===== config.mk =====
export PLATFORM = sky130hd
export DESIGN_NAME = hsu_stencil_pipe
export DESIGN_NICKNAME = d
export VERILOG_FILES = /design/src/rtl/hsu_pkg.sv /design/src/rtl/hsu_stencil_pipe.sv
export VERILOG_INCLUDE_DIRS = /design/src /design/src/rtl
export SDC_FILE = /design/constraint.sdc
export NUM_CORES = 2
export LEC_CHECK = 0
export BUFFER_PORTS_ARGS = -buffer_cell sky130_fd_sc_hd__buf_2
export CAP_MARGIN = 20
export CORE_ASPECT_RATIO = 1.4
export CORE_MARGIN = 2
export CORE_UTILIZATION = 35
export CTS_CLUSTER_DIAMETER = 30
export CTS_CLUSTER_SIZE = 30
export DETAILED_ROUTE_END_ITERATION = 16
export HOLD_SLACK_MARGIN = 0.03
export PLACE_DENSITY = 0.5
export SLEW_MARGIN = 5
export SYNTH_ARGS = -nofsm -noshare
export SYNTH_HDL_FRONTEND = slang
export SYNTH_SLANG_ARGS = --single-unit

===== constraint.sdc =====
create_clock -name clock -period 34.7 [get_ports clock]
set_clock_uncertainty 0.05 [all_clocks]
set_input_delay 3.47 -clock clock [delete_from_list [all_inputs] [get_ports clock]]
set_output_delay 3.47 -clock clock [all_outputs]
set_load 0.03 [all_outputs]

===== src/rtl/heat_stencil_update_assert.svh =====
// Assertion macros shared by the heat stencil modules.
// Each macro samples on the rising edge of clock and is disabled during reset.
`ifndef HEAT_STENCIL_UPDATE_ASSERT_SVH
`define HEAT_STENCIL_UPDATE_ASSERT_SVH

// Same-cycle implication.
`define HSU_CHECK(lbl, ante, cons) \
   lbl: assert property (@(posedge clock) disable iff (reset) (ante) |-> (cons)) \
      else $error("heat_stencil_update check failed");

// Next-cycle implication.
`define HSU_CHECK_NEXT(lbl, ante, cons) \
   lbl: assert property (@(posedge clock) disable iff (reset) (ante) |=> (cons)) \
      else $error("heat_stencil_update check failed");

`endif


===== src/rtl/hsu_pkg.sv =====
package hsu_pkg;

   localparam int MAX_COLS = 1024;
   localparam int MAX_ROWS = 1024;
   localparam int IDX_W    = $clog2(MAX_COLS);
   localparam int ROW_W    = $clog2(MAX_ROWS);
   localparam int CNT_W    = 11;
   localparam int DATA_W   = 32;
   localparam int GAMMA_W  = 15;
   localparam int FRAC_W   = 16;
   localparam int LAP_W    = DATA_W + 3;
   localparam int PROD_W   = LAP_W + GAMMA_W + 1;
   localparam int DELTA_W  = PROD_W - FRAC_W;
   localparam int SUM_W    = DATA_W + 4;
   localparam int EXT_W    = LAP_W - DATA_W;
   localparam int TOP_W    = SUM_W - DATA_W + 1;

   localparam int CSR_IDX_W  = 2;
   localparam int CSR_DATA_W = 15;

   localparam logic [CSR_IDX_W-1:0] CSR_GAMMA = 2'd0;
   localparam logic [CSR_IDX_W-1:0] CSR_COLS  = 2'd1;
   localparam logic [CSR_IDX_W-1:0] CSR_ROWS  = 2'd2;

   localparam logic [GAMMA_W-1:0] GAMMA_RESET = 15'd6554;
   localparam logic [GAMMA_W-1:0] GAMMA_LIMIT = 15'd16384;
   localparam logic [CNT_W-1:0]   COLS_RESET  = 11'd1024;
   localparam logic [CNT_W-1:0]   ROWS_RESET  = 11'd1024;
   localparam logic [CNT_W-1:0]   MIN_DIM     = 11'd3;
   localparam logic [CNT_W-1:0]   COLS_LIMIT  = CNT_W'(MAX_COLS);
   localparam logic [CNT_W-1:0]   ROWS_LIMIT  = CNT_W'(MAX_ROWS);

   localparam logic [PROD_W-1:0] ROUND_BIAS = PROD_W'(32768);
   localparam logic [DATA_W-1:0] SAT_MAX    = 32'h7FFF_FFFF;
   localparam logic [DATA_W-1:0] SAT_MIN    = 32'h8000_0000;

   typedef struct packed {
      logic stencil_v;
      logic pass_v;
      logic edge_pt;
      logic last_pt;
   } hsu_tag_type;

   typedef struct packed {
      hsu_tag_type      tag;
      logic             col_first;
      logic             bank;
      logic [IDX_W-1:0] col;
   } hsu_item_type;

endpackage


===== src/rtl/hsu_stencil_pipe.sv =====
`include "heat_stencil_update_assert.svh"

module hsu_stencil_pipe (
   input  logic                        clock,
   input  logic                        reset,
   input  logic                        accept,
   input  hsu_pkg::hsu_item_type       item,
   input  logic [hsu_pkg::DATA_W-1:0]  sample,
   input  logic [hsu_pkg::DATA_W-1:0]  rd0,
   input  logic [hsu_pkg::DATA_W-1:0]  rd1,
   input  logic [hsu_pkg::GAMMA_W-1:0] gamma_use,
   input  logic                        rsp_stall,
   output logic                        advance,
   output logic                        rsp_valid,
   output logic [hsu_pkg::DATA_W-1:0]  rsp_sample_out,
   output logic                        rsp_frame_end
);

   // stage 1: window around the current column
   logic                       s1_v_ff;
   hsu_pkg::hsu_tag_type       s1_tag_ff;
   logic [hsu_pkg::DATA_W-1:0] s1_sample_ff;
   logic                       sel_ff;
   logic [hsu_pkg::DATA_W-1:0] center_ff;
   logic [hsu_pkg::DATA_W-1:0] west_ff;
   logic [hsu_pkg::DATA_W-1:0] col0_ff;

   logic                       s2_v_ff;
   hsu_pkg::hsu_tag_type       s2_tag_ff;
   logic [hsu_pkg::DATA_W-1:0] s2_sample_ff;
   logic [hsu_pkg::DATA_W-1:0] s2_center_ff;
   logic [hsu_pkg::LAP_W-1:0]  s2_lap_ff;

   logic                              s3_v_ff;
   hsu_pkg::hsu_tag_type              s3_tag_ff;
   logic [hsu_pkg::DATA_W-1:0]        s3_sample_ff;
   logic [hsu_pkg::DATA_W-1:0]        s3_center_ff;
   logic signed [hsu_pkg::PROD_W-1:0] s3_prod_ff;

   logic                        s4_v_ff;
   hsu_pkg::hsu_tag_type        s4_tag_ff;
   logic [hsu_pkg::DATA_W-1:0]  s4_sample_ff;
   logic [hsu_pkg::DATA_W-1:0]  s4_center_ff;
   logic [hsu_pkg::DELTA_W-1:0] s4_delta_ff;

   logic                       a_v_ff;
   logic [hsu_pkg::DATA_W-1:0] a_data_ff;
   logic                       b_v_ff;
   logic [hsu_pkg::DATA_W-1:0] b_data_ff;
   logic                       b_fe_ff;

   logic [hsu_pkg::DATA_W-1:0]        north;
   logic [hsu_pkg::DATA_W-1:0]        east;
   logic [hsu_pkg::LAP_W-1:0]         lap;
   logic signed [hsu_pkg::PROD_W-1:0] prod;
   logic [hsu_pkg::PROD_W-1:0]        rounded;
   logic [hsu_pkg::SUM_W-1:0]         sum;
   logic [hsu_pkg::TOP_W-1:0]         sum_top;
   logic [hsu_pkg::DATA_W-1:0]        stencil_val;
   logic [hsu_pkg::DATA_W-1:0]        a_data_in;
   logic                              pop;

   assign north = sel_ff ? rd1 : rd0;
   assign east  = sel_ff ? rd0 : rd1;

   assign lap = {{hsu_pkg::EXT_W{north[hsu_pkg::DATA_W-1]}}, north}
              + {{hsu_pkg::EXT_W{s1_sample_ff[hsu_pkg::DATA_W-1]}}, s1_sample_ff}
              + {{hsu_pkg::EXT_W{east[hsu_pkg::DATA_W-1]}}, east}
              + {{hsu_pkg::EXT_W{west_ff[hsu_pkg::DATA_W-1]}}, west_ff}
              - {center_ff[hsu_pkg::DATA_W-1], center_ff, 2'b00};

   assign prod    = $signed(s2_lap_ff) * $signed({1'b0, gamma_use});
   assign rounded = s3_prod_ff + hsu_pkg::ROUND_BIAS;

   assign sum = {{(hsu_pkg::SUM_W-hsu_pkg::DATA_W){s4_center_ff[hsu_pkg::DATA_W-1]}},
                 s4_center_ff}
              + {{(hsu_pkg::SUM_W-hsu_pkg::DELTA_W){s4_delta_ff[hsu_pkg::DELTA_W-1]}},
                 s4_delta_ff};
   assign sum_top = sum[hsu_pkg::SUM_W-1:hsu_pkg::DATA_W-1];

   always_comb begin
      if ((sum_top == '0) || (sum_top == '1)) begin
         stencil_val = sum[hsu_pkg::DATA_W-1:0];
      end else if (sum[hsu_pkg::SUM_W-1]) begin
         stencil_val = hsu_pkg::SAT_MIN;
      end else begin
         stencil_val = hsu_pkg::SAT_MAX;
      end
      a_data_in = s4_tag_ff.edge_pt ? s4_center_ff : stencil_val;
   end

   assign rsp_valid      = a_v_ff || b_v_ff;
   assign rsp_sample_out = a_v_ff ? a_data_ff : b_data_ff;
   assign rsp_frame_end  = !a_v_ff && b_fe_ff;
   assign pop            = rsp_valid && !rsp_stall;
   assign advance        = !(a_v_ff || b_v_ff) || (pop && !(a_v_ff && b_v_ff));

   always_ff @(posedge clock) begin
      if (reset) begin
         s1_v_ff <= 1'b0;
         s2_v_ff <= 1'b0;
         s3_v_ff <= 1'b0;
         s4_v_ff <= 1'b0;
         a_v_ff  <= 1'b0;
         b_v_ff  <= 1'b0;
      end else if (advance) begin
         s1_v_ff <= accept;
         s2_v_ff <= s1_v_ff;
         s3_v_ff <= s2_v_ff;
         s4_v_ff <= s3_v_ff;
         a_v_ff  <= s4_v_ff && s4_tag_ff.stencil_v;
         b_v_ff  <= s4_v_ff && s4_tag_ff.pass_v;
      end else if (pop) begin
         if (a_v_ff) begin
            a_v_ff <= 1'b0;
         end else begin
            b_v_ff <= 1'b0;
         end
      end
   end

   // slide the previous-row window on every accepted transaction
   always_ff @(posedge clock) begin
      if (accept) begin
         s1_tag_ff    <= item.tag;
         s1_sample_ff <= sample;
         sel_ff       <= item.bank;
         west_ff      <= center_ff;
         center_ff    <= item.col_first ? col0_ff : east;
         if (item.col_first) begin
            col0_ff <= sample;
         end
      end
   end

   always_ff @(posedge clock) begin
      if (advance) begin
         s2_tag_ff    <= s1_tag_ff;
         s2_sample_ff <= s1_sample_ff;
         s2_center_ff <= center_ff;
         s2_lap_ff    <= lap;
         s3_tag_ff    <= s2_tag_ff;
         s3_sample_ff <= s2_sample_ff;
         s3_center_ff <= s2_center_ff;
         s3_prod_ff   <= prod;
         s4_tag_ff    <= s3_tag_ff;
         s4_sample_ff <= s3_sample_ff;
         s4_center_ff <= s3_center_ff;
         s4_delta_ff  <= rounded[hsu_pkg::PROD_W-1:hsu_pkg::FRAC_W];
         a_data_ff    <= a_data_in;
         b_data_ff    <= s4_sample_ff;
         b_fe_ff      <= s4_tag_ff.last_pt;
      end
   end

   `HSU_CHECK(frame_end_second, a_v_ff, !rsp_frame_end)
   `HSU_CHECK_NEXT(pair_holds, a_v_ff && b_v_ff && rsp_stall, a_v_ff && b_v_ff)

endmodule


==> out/qor.log <==
qor: critical_path.buffers_and_inverters_on_the_worst_path 5
qor: drt.route.detailed.drc 0
qor: drt.viasPerCell 4.757
qor: sta.min_period_over_period 29.54%
qor: yosys.syn-mean-instance-area 11.76 µm²
qor: yosys.dominantRegCellSynth edfxtp_1
qor: grt.antenna_found_initial 1
qor: sta.final_setup_fails 0
qor: sta.grt_setup_unrepaired no
qor: yosys.ys_seq_elements 514
qor: drt.detailedRoute.firstIterationViolations 1082
qor: yosys.synth_top_cell_area_share 36.66%
qor: yosys.synth.yosys.warnings 0
qor: clock_tree.numCtsBuffers 97
qor: critical_path.timing.critical_path.slowest_stage_cell buf_2
qor: clock_tree.cts_tree done
qor: drt.via_count 25535
qor: yosys.post_synth_inst_count 3538
qor: grt.first_global_vias 27582
qor: yosys.seq_area_frac_synth 36.95%
qor: run_status.outcome complete, no violations
qor: yosys.async_flop_share 0%
qor: place.finalWeightedCongestion 0.8105
qor: critical_path.cp_top_family adder cells
qor: clock_tree.htree_num_levels 3
qor: yosys.post-synth-top-area-cell edfxtp_1
qor: sta.max_slew_headroom 28.69%
qor: die.floorplan.io_pins 166
qor: flow_run.number_of_max_cap_violations 0
qor: yosys.synth.cell_area 41610 µm²
qor: layout.multiInputGateArea 23080 µm²
qor: sta.max_slew.worst_pin.slew 1.070 ns
qor: drt.drt_wl_total 101900 µm
qor: min_path.min-delay-path-class reg2reg
qor: layout.num-nets-final 4612
qor: drt.detail_route.first_pass.iterations 6
qor: layout.layout-drive-gt1-share 11.08%
qor: clock_tree.cts-root-to-sink-buffers 3
qor: layout.antenna_cells 0
qor: critical_path.max_stage_delay 0.66 ns
qor: critical_path.cp_data_required_time 35.05 ns
qor: place.place_inst 5185
qor: critical_path.worstSetupStartpointType primary input
qor: die.initial_utilization 35.32%
qor: layout.filler_cell_count 11470
qor: grt.gr-usage-all-layers 17.37%
qor: layout.register_area 15380 µm²
qor: critical_path.setup.worst_path.end_class register
qor: sta.setup-tns-final 0 ns
qor: layout.area_growth 14.39%
qor: die.fp.dieH 412.0 µm
qor: clock_tree.post_cts_resize_count 0
qor: layout.instances_no_fill 5368
qor: die.die-area 121700 µm²
qor: critical_path.critical_path.max_fanout 35
qor: critical_path.cp_common_cell fa_1
qor: drt.drt-wirelength-per-cell 18.98 µm
qor: sta.post_layout_minimum_cycle_time 10.25 ns
qor: yosys.postSynthNetCount 4450
qor: clock_tree.cts.sinks 514
qor: sta.fmaxAchievable 0.09757 GHz
qor: place.placement.io_buffers 155
qor: grt.globalRouteOverflowTotal 0
qor: die.core-area 117800 µm²
qor: clock_tree.cts_setup_buffers 0
qor: grt.grt_max_degree 84
qor: sta.drv_slew 0
qor: critical_path.crit_arrival 10.60 ns
qor: drt.antenna_left 0
qor: sta.finalHoldViolations 0
qor: die.num_rows 149
qor: grt.grt_first_pass_wirelength 160100 µm
qor: critical_path.critical_path.cell_chain buf_2, and2_1, fa_1, inv_1, fa_1, fa_1, fa_1, inv_1, fa_1, inv_1, fa_1, inv_1, ha_1, nand4_1, o21bai_1, a2111oi_2, o21ai_1, a21oi_2, o211ai_1, a221oi_2, o21ai_1, a311oi_1, xnor2_1
qor: place.detailed_place_hpwl 75220 µm
qor: critical_path.critPathKind in2reg
qor: layout.mostFrequentLayoutCell inv_1
qor: clock_tree.clockRootBuffer clkbuf_16
qor: yosys.netlist-cell-type-count 73
qor: yosys.synthTopCellsByArea edfxtp_1 (37%), fa_1 (28%), inv_1 (6.4%)
qor: clock_tree.clk_transition_reported_paths 0.05 ns
qor: clock_tree.number_of_hold_buffers_added_after_cts 0
qor: die.die_width 295.4 µm
qor: layout.commonest_cells_after_routing_fill_and_taps_aside inv_1 (714), fa_1 (592), edfxtp_1 (508), nand2_1 (386), and2_1 (213)
qor: yosys.synth-edff-count 508
qor: clock_tree.clock_latency 0.66 ns
==> state kept, by name, summed over array words and instances (netlist names), 4 cells and up <==
register      flops
s3_center_ff     32
s4_sample_ff     32
west_ff          32
s2_sample_ff     32
s2_center_ff     32
s2_tag_ff         4
s3_tag_ff         4
s1_tag_ff         4
b_data_ff        32
s3_sample_ff     32
s1_sample_ff     32
col0_ff          32
a_data_ff        32
s4_tag_ff         4
center_ff        32
s4_center_ff     32
s2_lap_ff        35
s3_prod_ff       36
s4_delta_ff      35
==> through the flow <==
stage	util, %	hold WS [ns]	area, µm²	worst slack (ns)
after global placement	37.44	0.3504	44120	23.75
after floorplan	-	0.3503	41610	8.854
after CTS	40.38	0.3542	47580	24.41
after global routing	40.40	0.3522	47600	24.12
after detailed placement	37.44	0.3545	44120	23.74
final	40.40	0.3537	47600	24.45
==> Yosys cell counts (all sizes together), types with 3 or more instances <==
cell type  number
inv           714
fa            592
edfxtp        508
nand2         386
and2          214
ha            189
clkbuf        114
a21oi          98
mux2i          96
xnor2          93
a21o           67
nor2           57
o21ai          48
xor2           46
mux2           40
nand3          36
o221a          30
nand4          20
nor2b          19
nor3           19
and3           16
nand2b         13
a211oi         11
a31oi          11
buf             9
o21bai          8
dfxtp           6
nand3b          6
o211ai          6
and4            5
o21a            5
o311ai          5
o31ai           5
a21boi          4
a31o            3
a41oi           3
or2             3
or3             3
==> final cells by class <==
cell class              count  share of cell area [%]
repair buffers            186                   2.166
clock buffers             107                   5.178
multi-input cells        2187                   48.48
inverters                 714                   5.630
clock inverters            75                   2.084
well taps                1585                   4.166
flip-flops and latches    514                   32.30
==> path summary, 6_finish.rpt <==
path,endpoint,cells past startpoint,start,slack (ns)
worst max-delay path,s3_prod_ff[49],23,gamma_use[4],24.45
worst min-delay path,s4_center_ff[17],0,s3_center_ff[17],0.35
worst max register to register,s3_prod_ff[49],21,s2_lap_ff[11],26.94
worst min register to register,s4_center_ff[17],0,s3_center_ff[17],0.35
==> cell families (layout without fill, tap and decap cells) <==
family / count (synthesis) / in the layout / synth area share, %
adder cells (fa/ha/maj): 781 / 781 / 34.16
buffers and inverters: 837 / 1082 / 7.631
XOR/XNOR: 139 / 139 / 2.962
AND/OR/NAND/NOR: 804 / 804 / 9.351
flip-flops: 514 / 514 / 36.95
multiplexers: 136 / 136 / 3.392
AO/OA/AOI/OAI: 327 / 327 / 5.556
==> metal layers <==
layer  track usage (%)  routed length [µm]
met2             33.77               57730
met3             1.843                2839
met5                 0                   0
met1             19.87               38740
met4             4.674                2595
Power is left out: the tool's default activity adds up to more than one toggle a clock period on the data nets, which glitch-free logic cannot reach.
