**config.mk**
```make
export PLATFORM = sky130hd
export DESIGN_NAME = hsu_addr_gen
export DESIGN_NICKNAME = d
export VERILOG_FILES = /design/src/rtl/hsu_pkg.sv /design/src/rtl/hsu_addr_gen.sv
export VERILOG_INCLUDE_DIRS = /design/src /design/src/rtl
export SDC_FILE = /design/constraint.sdc
export NUM_CORES = 1
export LEC_CHECK = 0
export CORE_MARGIN = 5
export CORE_UTILIZATION = 60
export CTS_CLUSTER_SIZE = 12
export DETAILED_ROUTE_END_ITERATION = 8
export DONT_BUFFER_PORTS = 1
export GPL_TIMING_DRIVEN = 0
export PLACE_DENSITY = 0.85
export SLEW_MARGIN = 15
export SYNTH_ARGS = -nofsm -noshare
export SYNTH_HDL_FRONTEND = slang
export SYNTH_SLANG_ARGS = --single-unit
```
**constraint.sdc**
```tcl
create_clock -name clock -period 9.9 [get_ports clock]
set_input_delay 0.495 -clock clock [delete_from_list [all_inputs] [get_ports clock]]
set_output_delay 0.495 -clock clock [all_outputs]
set_load 0.01 [all_outputs]
```
**src/rtl/heat_stencil_update_assert.svh**
```systemverilog
// Assertion macros shared by the heat stencil modules.
// Each macro samples on the rising edge of clock and is disabled during reset.
`ifndef HEAT_STENCIL_UPDATE_ASSERT_SVH
`define HEAT_STENCIL_UPDATE_ASSERT_SVH

// Same-cycle implication.
`define HSU_CHECK(lbl, ante, cons) \
   lbl: assert property (@(posedge clock) disable iff (reset) (ante) |-> (cons)) \
      else $error("heat_stencil_update check failed");

// Next-cycle implication.
`define HSU_CHECK_NEXT(lbl, ante, cons) \
   lbl: assert property (@(posedge clock) disable iff (reset) (ante) |=> (cons)) \
      else $error("heat_stencil_update check failed");

`endif

```
**src/rtl/hsu_pkg.sv**
```systemverilog
package hsu_pkg;

   localparam int MAX_COLS = 1024;
   localparam int MAX_ROWS = 1024;
   localparam int IDX_W    = $clog2(MAX_COLS);
   localparam int ROW_W    = $clog2(MAX_ROWS);
   localparam int CNT_W    = 11;
   localparam int DATA_W   = 32;
   localparam int GAMMA_W  = 15;
   localparam int FRAC_W   = 16;
   localparam int LAP_W    = DATA_W + 3;
   localparam int PROD_W   = LAP_W + GAMMA_W + 1;
   localparam int DELTA_W  = PROD_W - FRAC_W;
   localparam int SUM_W    = DATA_W + 4;
   localparam int EXT_W    = LAP_W - DATA_W;
   localparam int TOP_W    = SUM_W - DATA_W + 1;

   localparam int CSR_IDX_W  = 2;
   localparam int CSR_DATA_W = 15;

   localparam logic [CSR_IDX_W-1:0] CSR_GAMMA = 2'd0;
   localparam logic [CSR_IDX_W-1:0] CSR_COLS  = 2'd1;
   localparam logic [CSR_IDX_W-1:0] CSR_ROWS  = 2'd2;

   localparam logic [GAMMA_W-1:0] GAMMA_RESET = 15'd6554;
   localparam logic [GAMMA_W-1:0] GAMMA_LIMIT = 15'd16384;
   localparam logic [CNT_W-1:0]   COLS_RESET  = 11'd1024;
   localparam logic [CNT_W-1:0]   ROWS_RESET  = 11'd1024;
   localparam logic [CNT_W-1:0]   MIN_DIM     = 11'd3;
   localparam logic [CNT_W-1:0]   COLS_LIMIT  = CNT_W'(MAX_COLS);
   localparam logic [CNT_W-1:0]   ROWS_LIMIT  = CNT_W'(MAX_ROWS);

   localparam logic [PROD_W-1:0] ROUND_BIAS = PROD_W'(32768);
   localparam logic [DATA_W-1:0] SAT_MAX    = 32'h7FFF_FFFF;
   localparam logic [DATA_W-1:0] SAT_MIN    = 32'h8000_0000;

   typedef struct packed {
      logic stencil_v;
      logic pass_v;
      logic edge_pt;
      logic last_pt;
   } hsu_tag_type;

   typedef struct packed {
      hsu_tag_type      tag;
      logic             col_first;
      logic             bank;
      logic [IDX_W-1:0] col;
   } hsu_item_type;

endpackage

```
**src/rtl/hsu_addr_gen.sv**
```systemverilog
`include "heat_stencil_update_assert.svh"

module hsu_addr_gen (
   input  logic                           clock,
   input  logic                           reset,
   input  logic                           csr_wr_en,
   input  logic [hsu_pkg::CSR_IDX_W-1:0]  csr_index,
   input  logic [hsu_pkg::CSR_DATA_W-1:0] csr_wdata,
   input  logic                           accept,
   output hsu_pkg::hsu_item_type          item,
   output logic [hsu_pkg::GAMMA_W-1:0]    gamma_use
);

   logic [hsu_pkg::GAMMA_W-1:0] gamma_ff, gamma_in;
   logic [hsu_pkg::CNT_W-1:0]   col_count_ff, col_count_in;
   logic [hsu_pkg::CNT_W-1:0]   row_count_ff, row_count_in;
   logic [hsu_pkg::IDX_W-1:0]   col_index_ff, col_index_in;
   logic [hsu_pkg::ROW_W-1:0]   row_index_ff, row_index_in;

   logic [hsu_pkg::CNT_W-1:0] cols_used;
   logic [hsu_pkg::CNT_W-1:0] rows_used;
   logic [hsu_pkg::CNT_W-1:0] col_ext;
   logic [hsu_pkg::CNT_W-1:0] row_ext;
   logic                      last_col;
   logic                      last_row;

   always_comb begin
      if (col_count_ff < hsu_pkg::MIN_DIM) begin
         cols_used = hsu_pkg::MIN_DIM;
      end else if (col_count_ff > hsu_pkg::COLS_LIMIT) begin
         cols_used = hsu_pkg::COLS_LIMIT;
      end else begin
         cols_used = col_count_ff;
      end
      if (row_count_ff < hsu_pkg::MIN_DIM) begin
         rows_used = hsu_pkg::MIN_DIM;
      end else if (row_count_ff > hsu_pkg::ROWS_LIMIT) begin
         rows_used = hsu_pkg::ROWS_LIMIT;
      end else begin
         rows_used = row_count_ff;
      end
   end

   assign col_ext  = {{(hsu_pkg::CNT_W-hsu_pkg::IDX_W){1'b0}}, col_index_ff};
   assign row_ext  = {{(hsu_pkg::CNT_W-hsu_pkg::ROW_W){1'b0}}, row_index_ff};
   assign last_col = (col_ext == cols_used - hsu_pkg::CNT_W'(1));
   assign last_row = (row_ext == rows_used - hsu_pkg::CNT_W'(1));

   assign gamma_use = (gamma_ff > hsu_pkg::GAMMA_LIMIT) ? hsu_pkg::GAMMA_LIMIT : gamma_ff;

   always_comb begin
      item.tag.stencil_v = (row_index_ff != '0);
      item.tag.pass_v    = last_row;
      item.tag.edge_pt   = (row_index_ff == hsu_pkg::ROW_W'(1)) || (col_index_ff == '0)
                           || last_col;
      item.tag.last_pt   = last_row && last_col;
      item.col_first     = (col_index_ff == '0);
      item.bank          = row_index_ff[0];
      item.col           = col_index_ff;
   end

   always_comb begin
      gamma_in     = gamma_ff;
      col_count_in = col_count_ff;
      row_count_in = row_count_ff;
      col_index_in = col_index_ff;
      row_index_in = row_index_ff;
      if (csr_wr_en) begin
         case (csr_index)
            hsu_pkg::CSR_GAMMA: begin
               gamma_in = csr_wdata[hsu_pkg::GAMMA_W-1:0];
            end
            hsu_pkg::CSR_COLS: begin
               col_count_in = csr_wdata[hsu_pkg::CNT_W-1:0];
               col_index_in = '0;
               row_index_in = '0;
            end
            hsu_pkg::CSR_ROWS: begin
               row_count_in = csr_wdata[hsu_pkg::CNT_W-1:0];
               col_index_in = '0;
               row_index_in = '0;
            end
            default: begin
            end
         endcase
      end else if (accept) begin
         if (last_row && last_col) begin
            col_index_in = '0;
            row_index_in = '0;
         end else if (last_col) begin
            col_index_in = '0;
            row_index_in = row_index_ff + hsu_pkg::ROW_W'(1);
         end else begin
            col_index_in = col_index_ff + hsu_pkg::IDX_W'(1);
         end
      end
   end

   always_ff @(posedge clock) begin
      if (reset) begin
         gamma_ff     <= hsu_pkg::GAMMA_RESET;
         col_count_ff <= hsu_pkg::COLS_RESET;
         row_count_ff <= hsu_pkg::ROWS_RESET;
         col_index_ff <= '0;
         row_index_ff <= '0;
      end else begin
         gamma_ff     <= gamma_in;
         col_count_ff <= col_count_in;
         row_count_ff <= row_count_in;
         col_index_ff <= col_index_in;
         row_index_ff <= row_index_in;
      end
   end

   `HSU_CHECK(col_in_range, 1'b1, col_ext < cols_used)
   `HSU_CHECK(row_in_range, 1'b1, row_ext < rows_used)

endmodule

```
==> results of run 1 <==
-- flip-flops by register name (all words and copies together), names as in the netlist --
register	flops
gamma_ff	15
row_count_ff	11
row_index_ff	10
col_count_ff	11
col_index_ff	10
-- placed cells by master (no fill, tap or decap), types with 7 or more instances in the layout --
master / n
sky130_fd_sc_hd__dfxtp_1: 57
sky130_fd_sc_hd__nand2_1: 97
sky130_fd_sc_hd__xnor2_1: 15
sky130_fd_sc_hd__mux2i_1: 7
sky130_fd_sc_hd__clkbuf_1: 24
sky130_fd_sc_hd__a21o_1: 7
sky130_fd_sc_hd__xor2_1: 12
sky130_fd_sc_hd__nand2b_1: 7
sky130_fd_sc_hd__nor4_1: 10
sky130_fd_sc_hd__nor2_1: 25
sky130_fd_sc_hd__nor2b_1: 21
sky130_fd_sc_hd__nand3_1: 8
sky130_fd_sc_hd__ha_1: 10
sky130_fd_sc_hd__inv_1: 13
sky130_fd_sc_hd__o21ai_0: 8
sky130_fd_sc_hd__nand3b_1: 11
sky130_fd_sc_hd__clkbuf_8: 9
sky130_fd_sc_hd__a21oi_1: 39
-- critical path, stage by stage (launching register included) --
cell	delay [ns]
sky130_fd_sc_hd__dfxtp_1	0.38
sky130_fd_sc_hd__or4_4	0.59
sky130_fd_sc_hd__nor2_4	0.15
sky130_fd_sc_hd__o21ai_1	0.10
sky130_fd_sc_hd__ha_1	0.21
sky130_fd_sc_hd__clkbuf_1	0.20
sky130_fd_sc_hd__nand2_1	0.12
sky130_fd_sc_hd__mux2i_1	0.07
sky130_fd_sc_hd__a21o_1	0.19
sky130_fd_sc_hd__xnor2_1	0.12
sky130_fd_sc_hd__or4_4	0.50
sky130_fd_sc_hd__or2_1	0.23
sky130_fd_sc_hd__buf_2	0.16
sky130_fd_sc_hd__inv_1	0.06
sky130_fd_sc_hd__and2_1	0.17
-- per-layer routing --
metal / vias up / part of all wire (%)
li1: 1624 / -
met1: 1511 / 43
met2: 102 / 48
met3: 17 / 7.4
met4: 0 / 1.7
met5: - / 0
-- kinds of logic after synthesis --
group / count (synthesis) / synth area share (%)
AO/OA/AOI/OAI: 88 / 16.4
XOR/XNOR: 27 / 6.65
adder cells (fa/ha/maj): 10 / 3.52
buffers and inverters: 45 / 5.52
flip-flops: 57 / 32.1
multiplexers: 7 / 1.97
AND/OR/NAND/NOR: 228 / 33.8
-- final timing paths --
check	start	endpoint	slack, ns
hold reg to reg	gamma_ff[9]$_SDFFE_PP0P_	gamma_ff[9]$_SDFFE_PP0P_	0.47
hold / removal	csr_wdata[10]	gamma_ff[10]$_SDFFE_PP0P_	0.27
setup reg to reg	col_count_ff[2]$_SDFFE_PP0P_	row_index_ff[0]$_SDFFE_PP0P_	6.23
setup / recovery	col_count_ff[2]$_SDFFE_PP0P_	item[12]	5.81
-- stage by stage --
step	instances	hold WS, ns	area (µm²)	total power, µW	setup WS, ns
floorplan	462	0.444	3560	305	6.42
global placement	537	0.453	3650	317	6.24
detailed placement	537	0.464	3650	319	6.17
CTS	553	0.258	3880	568	5.79
global route	553	0.247	3880	591	5.48
finish	553	0.268	3880	566	5.81
-- cell type report --
class | instances | share of cell area (%)
clock buffers | 9 | 3.19
multi-input cells | 360 | 57.2
well taps | 75 | 2.42
inverters | 13 | 1.26
flip-flops and latches | 57 | 29.4
plain buffers | 32 | 3.81
clock inverters | 7 | 2.65
-- power by group through the flow --
| stage | combinational (µW) | sequential, µW | clock (µW) |
|---|---|---|---|
| 4_1_cts | 70.4 | 244 | 253 |
| 6_report | 70.9 | 244 | 251 |
| 3_5_place_dp | 69.7 | 249 | 0 |
| 5_1_grt | 79.5 | 245 | 266 |
| 2_1_floorplan | 57.6 | 247 | 0 |
| 3_3_place_gp | 67.8 | 249 | 0 |
==> results_tabular.tex, run 1 <==
\begin{tabular}{lr}
\hline
Metric & Value \\
\hline
\multicolumn{2}{l}{\textbf{Run status}} \\
Status & complete, no violations \\
\multicolumn{2}{l}{\textbf{Global routing}} \\
Global-route wire length before repair & 14700 µm \\
Largest net degree at the start of global routing & 13 \\
Most used routing layer in global routing & met2 \\
Met2 GRT Util & 38.9\% \\
Met3 global-route usage & 7.76\% \\
Vias in the first global route & 3144 \\
Met1 routing resource usage after global routing & 31.0\% \\
Grt total ovfl & 0 \\
Overall fraction of global-route tracks in use & 24.3\% \\
Number of antenna violations at the first check in global routing & 0 \\
\multicolumn{2}{l}{\textbf{Detailed routing}} \\
Routed vias/inst & 5.88 \\
Via count & 3254 \\
DRC violation count after routing & 0 \\
Number of iterations in the first detailed-routing pass & 4 \\
Antenna-violating nets left & 0 \\
Number of DRC violations after detailed-routing iteration 0 & 317 \\
Total length of routed wires & 8640 µm \\
Average wire per cell in the routed design & 15.6 µm \\
\multicolumn{2}{l}{\textbf{Synth}} \\
Synth Cell Area & 0.00356 mm² \\
Synth cell types & 56 \\
Cell types with the highest counts after synthesis & sky130\_fd\_sc\_hd\_\_nand2\_1 (97), sky130\_fd\_sc\_hd\_\_dfxtp\_1 (57), sky130\_fd\_sc\_hd\_\_a21oi\_1 (39), sky130\_fd\_sc\_hd\_\_nor2\_1 (25), sky130\_fd\_sc\_hd\_\_clkbuf\_1 (24) \\
Dominant synthesized flop cell & sky130\_fd\_sc\_hd\_\_dfxtp\_1 \\
Total of warnings raised by yosys & 0 \\
Proportion of synthesized flip-flops having asynchronous set or reset & 0\% \\
Number of flops mapped to enable cells by yosys & 0 \\
Most area-consuming cells after synthesis & sky130\_fd\_sc\_hd\_\_dfxtp\_1 (32\%), sky130\_fd\_sc\_hd\_\_nand2\_1 (10\%), sky130\_fd\_sc\_hd\_\_a21oi\_1 (5.5\%), sky130\_fd\_sc\_hd\_\_nor2b\_1 (3.7\%), sky130\_fd\_sc\_hd\_\_xnor2\_1 (3.7\%) \\
Net count after synthesis & 493 \\
Area leader, netlist & sky130\_fd\_sc\_hd\_\_dfxtp\_1 \\
Post-synthesis instance total & 462 \\
Proportion of netlist area held by the largest area contributor & 32.1\% \\
Syn\_area\_per\_cell & 7.70 µm² \\
\#FFs+latches synth & 57 \\
Most common cell in the synthesized netlist & sky130\_fd\_sc\_hd\_\_nand2\_1 \\
Portion of the post-synthesis area used by sequential elements & 32.1\% \\
\multicolumn{2}{l}{\textbf{Clock tree}} \\
Clock latency of the later-clocked register in the worst-skew pair & 0.35 ns \\
Clock tree from TritonCTS & built \\
Post-cts gate resize count & 0 \\
Count of clock tree sinks & 57 \\
Number of H-tree branching levels & 3 \\
Clock tree root buffer cell & sky130\_fd\_sc\_hd\_\_clkbuf\_8 \\
CTS buffer count & 9 \\
Clock buffer depth & 2 \\
Post-CTS Hold Buffers & 0 \\
Post-CTS clock slew at the launch and capture registers of the worst setup and hold paths & 0.08 ns \\
\# Post-CTS Setup Buffers & 0 \\
\multicolumn{2}{l}{\textbf{Power}} \\
Comb pwr share & 12.5\% \\
Net Sw Frac & 28.0\% \\
Worst IR Drop VDD & 0.000118 V \\
Switching power & 158 µW \\
Clk network pwr share & 44.3\% \\
Proportion of power drawn by flip-flops and latches & 43.1\% \\
Power density over cell area & 146 mW/mm² \\
Design internal power & 408 µW \\
Lkg Pwr & 0.00149 µW \\
\multicolumn{2}{l}{\textbf{Floorplan}} \\
Height of the die & 87.0 µm \\
Floorplan die width & 87.0 µm \\
Floorplan row count & 28 \\
Die footprint & 0.00757 mm² \\
Starting utilization of the core area & 60.8\% \\
Number of primary I/O pins & 52 \\
Core box area & 0.00585 mm² \\
\multicolumn{2}{l}{\textbf{Timing}} \\
Least-Margin Pin Slew & 0.818 ns \\
Hold violation count in the final report & 0 \\
Setup repair after global routing missed its margin & no \\
Total Negative Setup Slacks & 0 ns \\
Relative slew margins & 44.9\% \\
Highest Clock Rate & 244 MHz \\
Final worst path period share & 41.3\% \\
Worst clock skew on the final layout & 0.00851 ns \\
Tmin final & 4.09 ns \\
Finish-stage setup viols & 0 \\
Number of max-slew violations in the final report & 0 \\
\multicolumn{2}{l}{\textbf{Hold path}} \\
Worst min-delay path class & primary input to flop \\
Number of stages on the worst hold path & 2 \\
\multicolumn{2}{l}{\textbf{Setup path}} \\
Type of element capturing the critical path & output pin \\
Cell depth of the worst flop-to-flop path & 15 \\
Type of the worst setup path & flop to output pin \\
Highest fanout seen on the critical path & 9 \\
Critical Path RT & 9.41 ns \\
Nature of the critical path startpoint & flop \\
Arrival time of data at the critical path endpoint & 3.60 ns \\
\multicolumn{2}{l}{\textbf{Layout}} \\
Final core area utilization & 66.3\% \\
Diodes inserted & 0 \\
Proportion of layout cells with a drive suffix above 1 & 9.21\% \\
Count of filler cells inserted in the layout & 472 \\
Area growth from synthesis to final layout & 9.00\% \\
Area taken by multi-input logic gates & 0.00222 mm² \\
Register area & 0.00114 mm² \\
Total number of nets in the final design & 504 \\
\multicolumn{2}{l}{\textbf{Run}} \\
Maximum capacitance violations & 0 \\
\multicolumn{2}{l}{\textbf{Place}} \\
Final HPWL from detailed placement & 6370 µm \\
Total of buffers placed on input and output ports & 0 \\
Final estimated routing congestion in global placement & 0.849 \\
\hline
\end{tabular}
Power figures use the tool's default switching activity.
==> inputs of run 2 (changes only) <==
clock period = 3.8 ns   (was 9.9 ns; I/O delays follow)
==> run 2 against run 1 <==
  * Clock power increased to 2.6 times the previous value
  * Clock skew shrank 0.0020 ns
  * Routed wire length grew 6.7%
  * Sequential power grew to 2.6 times the previous value
  * Utilization is 2.8 points higher
  * Register-to-register slack lost 6.0 ns
  * Critical path depth decreased by 1
  * First-iteration DRC count rose by 10%
  * Sequential cell count stayed put
  * Non-clock buffer count up 15
==> results_tabular.tex, run 2 (synthesis results as in run 1) <==
\begin{tabular}{lr}
\hline
Metric & Value \\
\hline
\multicolumn{2}{l}{\textbf{Detailed routing}} \\
Number of iterations in the first detailed-routing pass & 5 (was 4) \\
Average wire per cell in the routed design & 16.2 µm (was 15.6 µm) \\
Top layer in use & met4 (unchanged) \\
Number of DRC violations after detailed-routing iteration 0 & 350 (was 317) \\
Via count & 3378 (was 3254) \\
Antenna-violating nets left & 0 (unchanged) \\
Total length of routed wires & 9220 µm (was 8640 µm) \\
Routed vias/inst & 5.95 (was 5.88) \\
DRC violation count after routing & 0 (unchanged) \\
Met3 WL post-DR & 594 µm (was 636 µm) \\
Amount of wire on met2 after detailed routing & 4540 µm (was 4120 µm) \\
M1 wire length & 3900 µm (was 3740 µm) \\
\multicolumn{2}{l}{\textbf{Layout}} \\
Diodes inserted & 0 (unchanged) \\
Area growth from synthesis to final layout & 13.7\% (was 9.00\%) \\
Highest-count cells in the layout ignoring fill and taps & sky130\_fd\_sc\_hd\_\_nand2\_1 (97), sky130\_fd\_sc\_hd\_\_dfxtp\_1 (57), sky130\_fd\_sc\_hd\_\_a21oi\_1 (39) (unchanged) \\
Largest register by flop count & gamma\_ff (unchanged) \\
Count of filler cells inserted in the layout & 434 (was 472) \\
Final core area utilization & 69.1\% (was 66.3\%) \\
Post-Layout Cell Count & 568 (was 553) \\
Leading registers by flop count & gamma\_ff x15, col\_count\_ff x11, row\_count\_ff x11 (unchanged) \\
Total number of nets in the final design & 519 (was 504) \\
Number of flip-flops under the largest register name & 15 (unchanged) \\
Most common library cell in the layout ignoring fill and taps & sky130\_fd\_sc\_hd\_\_nand2\_1 (unchanged) \\
Proportion of layout cells with a drive suffix above 1 & 9.94\% (was 9.21\%) \\
\multicolumn{2}{l}{\textbf{Place}} \\
Final HPWL from detailed placement & 6370 µm (unchanged) \\
Total of buffers placed on input and output ports & 0 (unchanged) \\
Worst slack, placed & 0.135 ns (was 6.17 ns) \\
Final estimated routing congestion in global placement & 0.849 (unchanged) \\
Number of placed cells counting well taps & 537 (unchanged) \\
\multicolumn{2}{l}{\textbf{Power}} \\
Power density over cell area & 371 mW/mm² (was 146 mW/mm²) \\
Lkg Pwr & 0.00156 µW (was 0.00149 µW) \\
Worst IR Drop VDD & 0.000309 V (was 0.000118 V) \\
\multicolumn{2}{l}{\textbf{Timing}} \\
Hold violation count in the final report & 0 (unchanged) \\
Final worst path period share & 95.5\% \\
Least-Margin Pin Slew & 0.837 ns (was 0.818 ns) \\
Tmin final & 3.63 ns \\
Worst clock skew on the final layout & 0.00655 ns (was 0.00851 ns) \\
Finish-stage setup viols & 0 (unchanged) \\
Number of max-slew violations in the final report & 0 (unchanged) \\
Hold\_ws & 0.0179 ns (was 0.268 ns) \\
Min setup slack post-route & 0.169 ns (was 5.81 ns) \\
Relative slew margins & 43.7\% (was 44.9\%) \\
Highest Clock Rate & 275 MHz \\
\multicolumn{2}{l}{\textbf{Setup path}} \\
Arrival time of data at the critical path endpoint & 3.44 ns (was 3.60 ns) \\
Cell depth of the worst flop-to-flop path & 14 (was 15) \\
Type of the worst setup path & flop to output pin (unchanged) \\
Type of element capturing the critical path & output pin (unchanged) \\
Highest fanout seen on the critical path & 9 (unchanged) \\
Critical Path RT & 3.61 ns (was 9.41 ns) \\
Nature of the critical path startpoint & flop (unchanged) \\
\multicolumn{2}{l}{\textbf{Hold path}} \\
Number of stages on the worst hold path & 2 (unchanged) \\
Worst min-delay path class & primary input to flop (unchanged) \\
\multicolumn{2}{l}{\textbf{Clock tree}} \\
Clock tree root buffer cell & sky130\_fd\_sc\_hd\_\_clkbuf\_8 (unchanged) \\
Clock buffer depth & 2 (unchanged) \\
Clock tree from TritonCTS & built (unchanged) \\
Clock latency of the later-clocked register in the worst-skew pair & 0.35 ns (about the same) \\
CTS buffer count & 9 (unchanged) \\
Number of H-tree branching levels & 3 (unchanged) \\
Count of clock tree sinks & 57 (unchanged) \\
Post-CTS clock slew at the launch and capture registers of the worst setup and hold paths & 0.07 ns (was 0.08 ns) \\
\multicolumn{2}{l}{\textbf{Global routing}} \\
Largest net degree at the start of global routing & 13 (unchanged) \\
Grt total ovfl & 0 (unchanged) \\
Global-route wire length before repair & 15600 µm (was 14700 µm) \\
Overall fraction of global-route tracks in use & 25.9\% (was 24.3\%) \\
Vias in the first global route & 3262 (was 3144) \\
Number of antenna violations at the first check in global routing & 0 (unchanged) \\
\multicolumn{2}{l}{\textbf{Floorplan}} \\
Die footprint & 0.00757 mm² (unchanged) \\
Core box area & 0.00585 mm² (unchanged) \\
Floorplan die width & 87.0 µm (unchanged) \\
Starting utilization of the core area & 60.8\% (unchanged) \\
Floorplan row count & 28 (unchanged) \\
Number of primary I/O pins & 52 (unchanged) \\
Height of the die & 87.0 µm (unchanged) \\
\multicolumn{2}{l}{\textbf{Run status}} \\
Status & complete, no violations (unchanged) \\
\multicolumn{2}{l}{\textbf{Run}} \\
Maximum capacitance violations & 0 (unchanged) \\
\hline
\end{tabular}
-- run 2: stage by stage --
stage	setup TNS, ns	area (µm²)	power [µW]
3_5_place_dp	0	3650	831
4_1_cts	0	4020	1500
2_1_floorplan	0	3560	793
6_report	0	4040	1500
5_1_grt	-0.00265	4040	1560
3_3_place_gp	0	3650	825
-- run 2: per-layer routing --
layer / GRT usage (%) / vias to the layer above
li1: - / 1649
met1: 32.4 / 1580
met2: 42.7 / 130
met3: 6.53 / 19
met4: 9.77 / 0
met5: 0 / -
-- run 2: final timing paths --
| check | start | to | slack (ns) |
|---|---|---|---|
| worst max-delay path | col_count_ff[2]$_SDFFE_PP0P_ | item[12] | 0.17 |
| worst min-delay path | accept | col_index_ff[1]$_SDFFE_PP0P_ | 0.02 |
| worst max register to register | col_count_ff[2]$_SDFFE_PP0P_ | row_index_ff[0]$_SDFFE_PP0P_ | 0.26 |
| worst min register to register | gamma_ff[10]$_SDFFE_PP0P_ | gamma_ff[10]$_SDFFE_PP0P_ | 0.47 |
-- run 2: timing repair --
item	4_1_cts	5_1_grt
setup endpoints to repair	1	16
hold buffers	15	0
endpoints found under the hold margin	37	0
buffers inserted	0	2
resized for setup	0	4
pin swaps	0	1
-- run 2: worst max-delay path: stages, from the launching register on --
cell and delay [ns]:
sky130_fd_sc_hd__dfxtp_1 0.38, sky130_fd_sc_hd__or4_4 0.58, sky130_fd_sc_hd__nor2_4 0.15, sky130_fd_sc_hd__o21ai_1 0.11, sky130_fd_sc_hd__ha_2 0.28, sky130_fd_sc_hd__nand2_1 0.09
sky130_fd_sc_hd__mux2i_1 0.06, sky130_fd_sc_hd__a21o_1 0.20, sky130_fd_sc_hd__xnor2_1 0.11, sky130_fd_sc_hd__or4_4 0.50, sky130_fd_sc_hd__or2_1 0.23, sky130_fd_sc_hd__buf_2 0.17
sky130_fd_sc_hd__inv_1 0.06, sky130_fd_sc_hd__and2_1 0.17
-- run 2: area by class of cell --
cell class,instances,area [µm²],share of cell area (%)
sequential,57,1140,28.2
tap,75,93.8,2.32
clock buffer,9,124,3.06
timing repair buffer,17,165,4.08
buffer,30,141,3.50
clock inverter,7,103,2.54
inverter,13,48.8,1.21
multi-input combinational,360,2230,55.1
-- run 2: where the power goes --
group / internal [µW] / switching [µW]
Combinational: 84.5 / 121
Sequential: 614 / 23.1
Clock: 376 / 282
Total: 1070 / 427
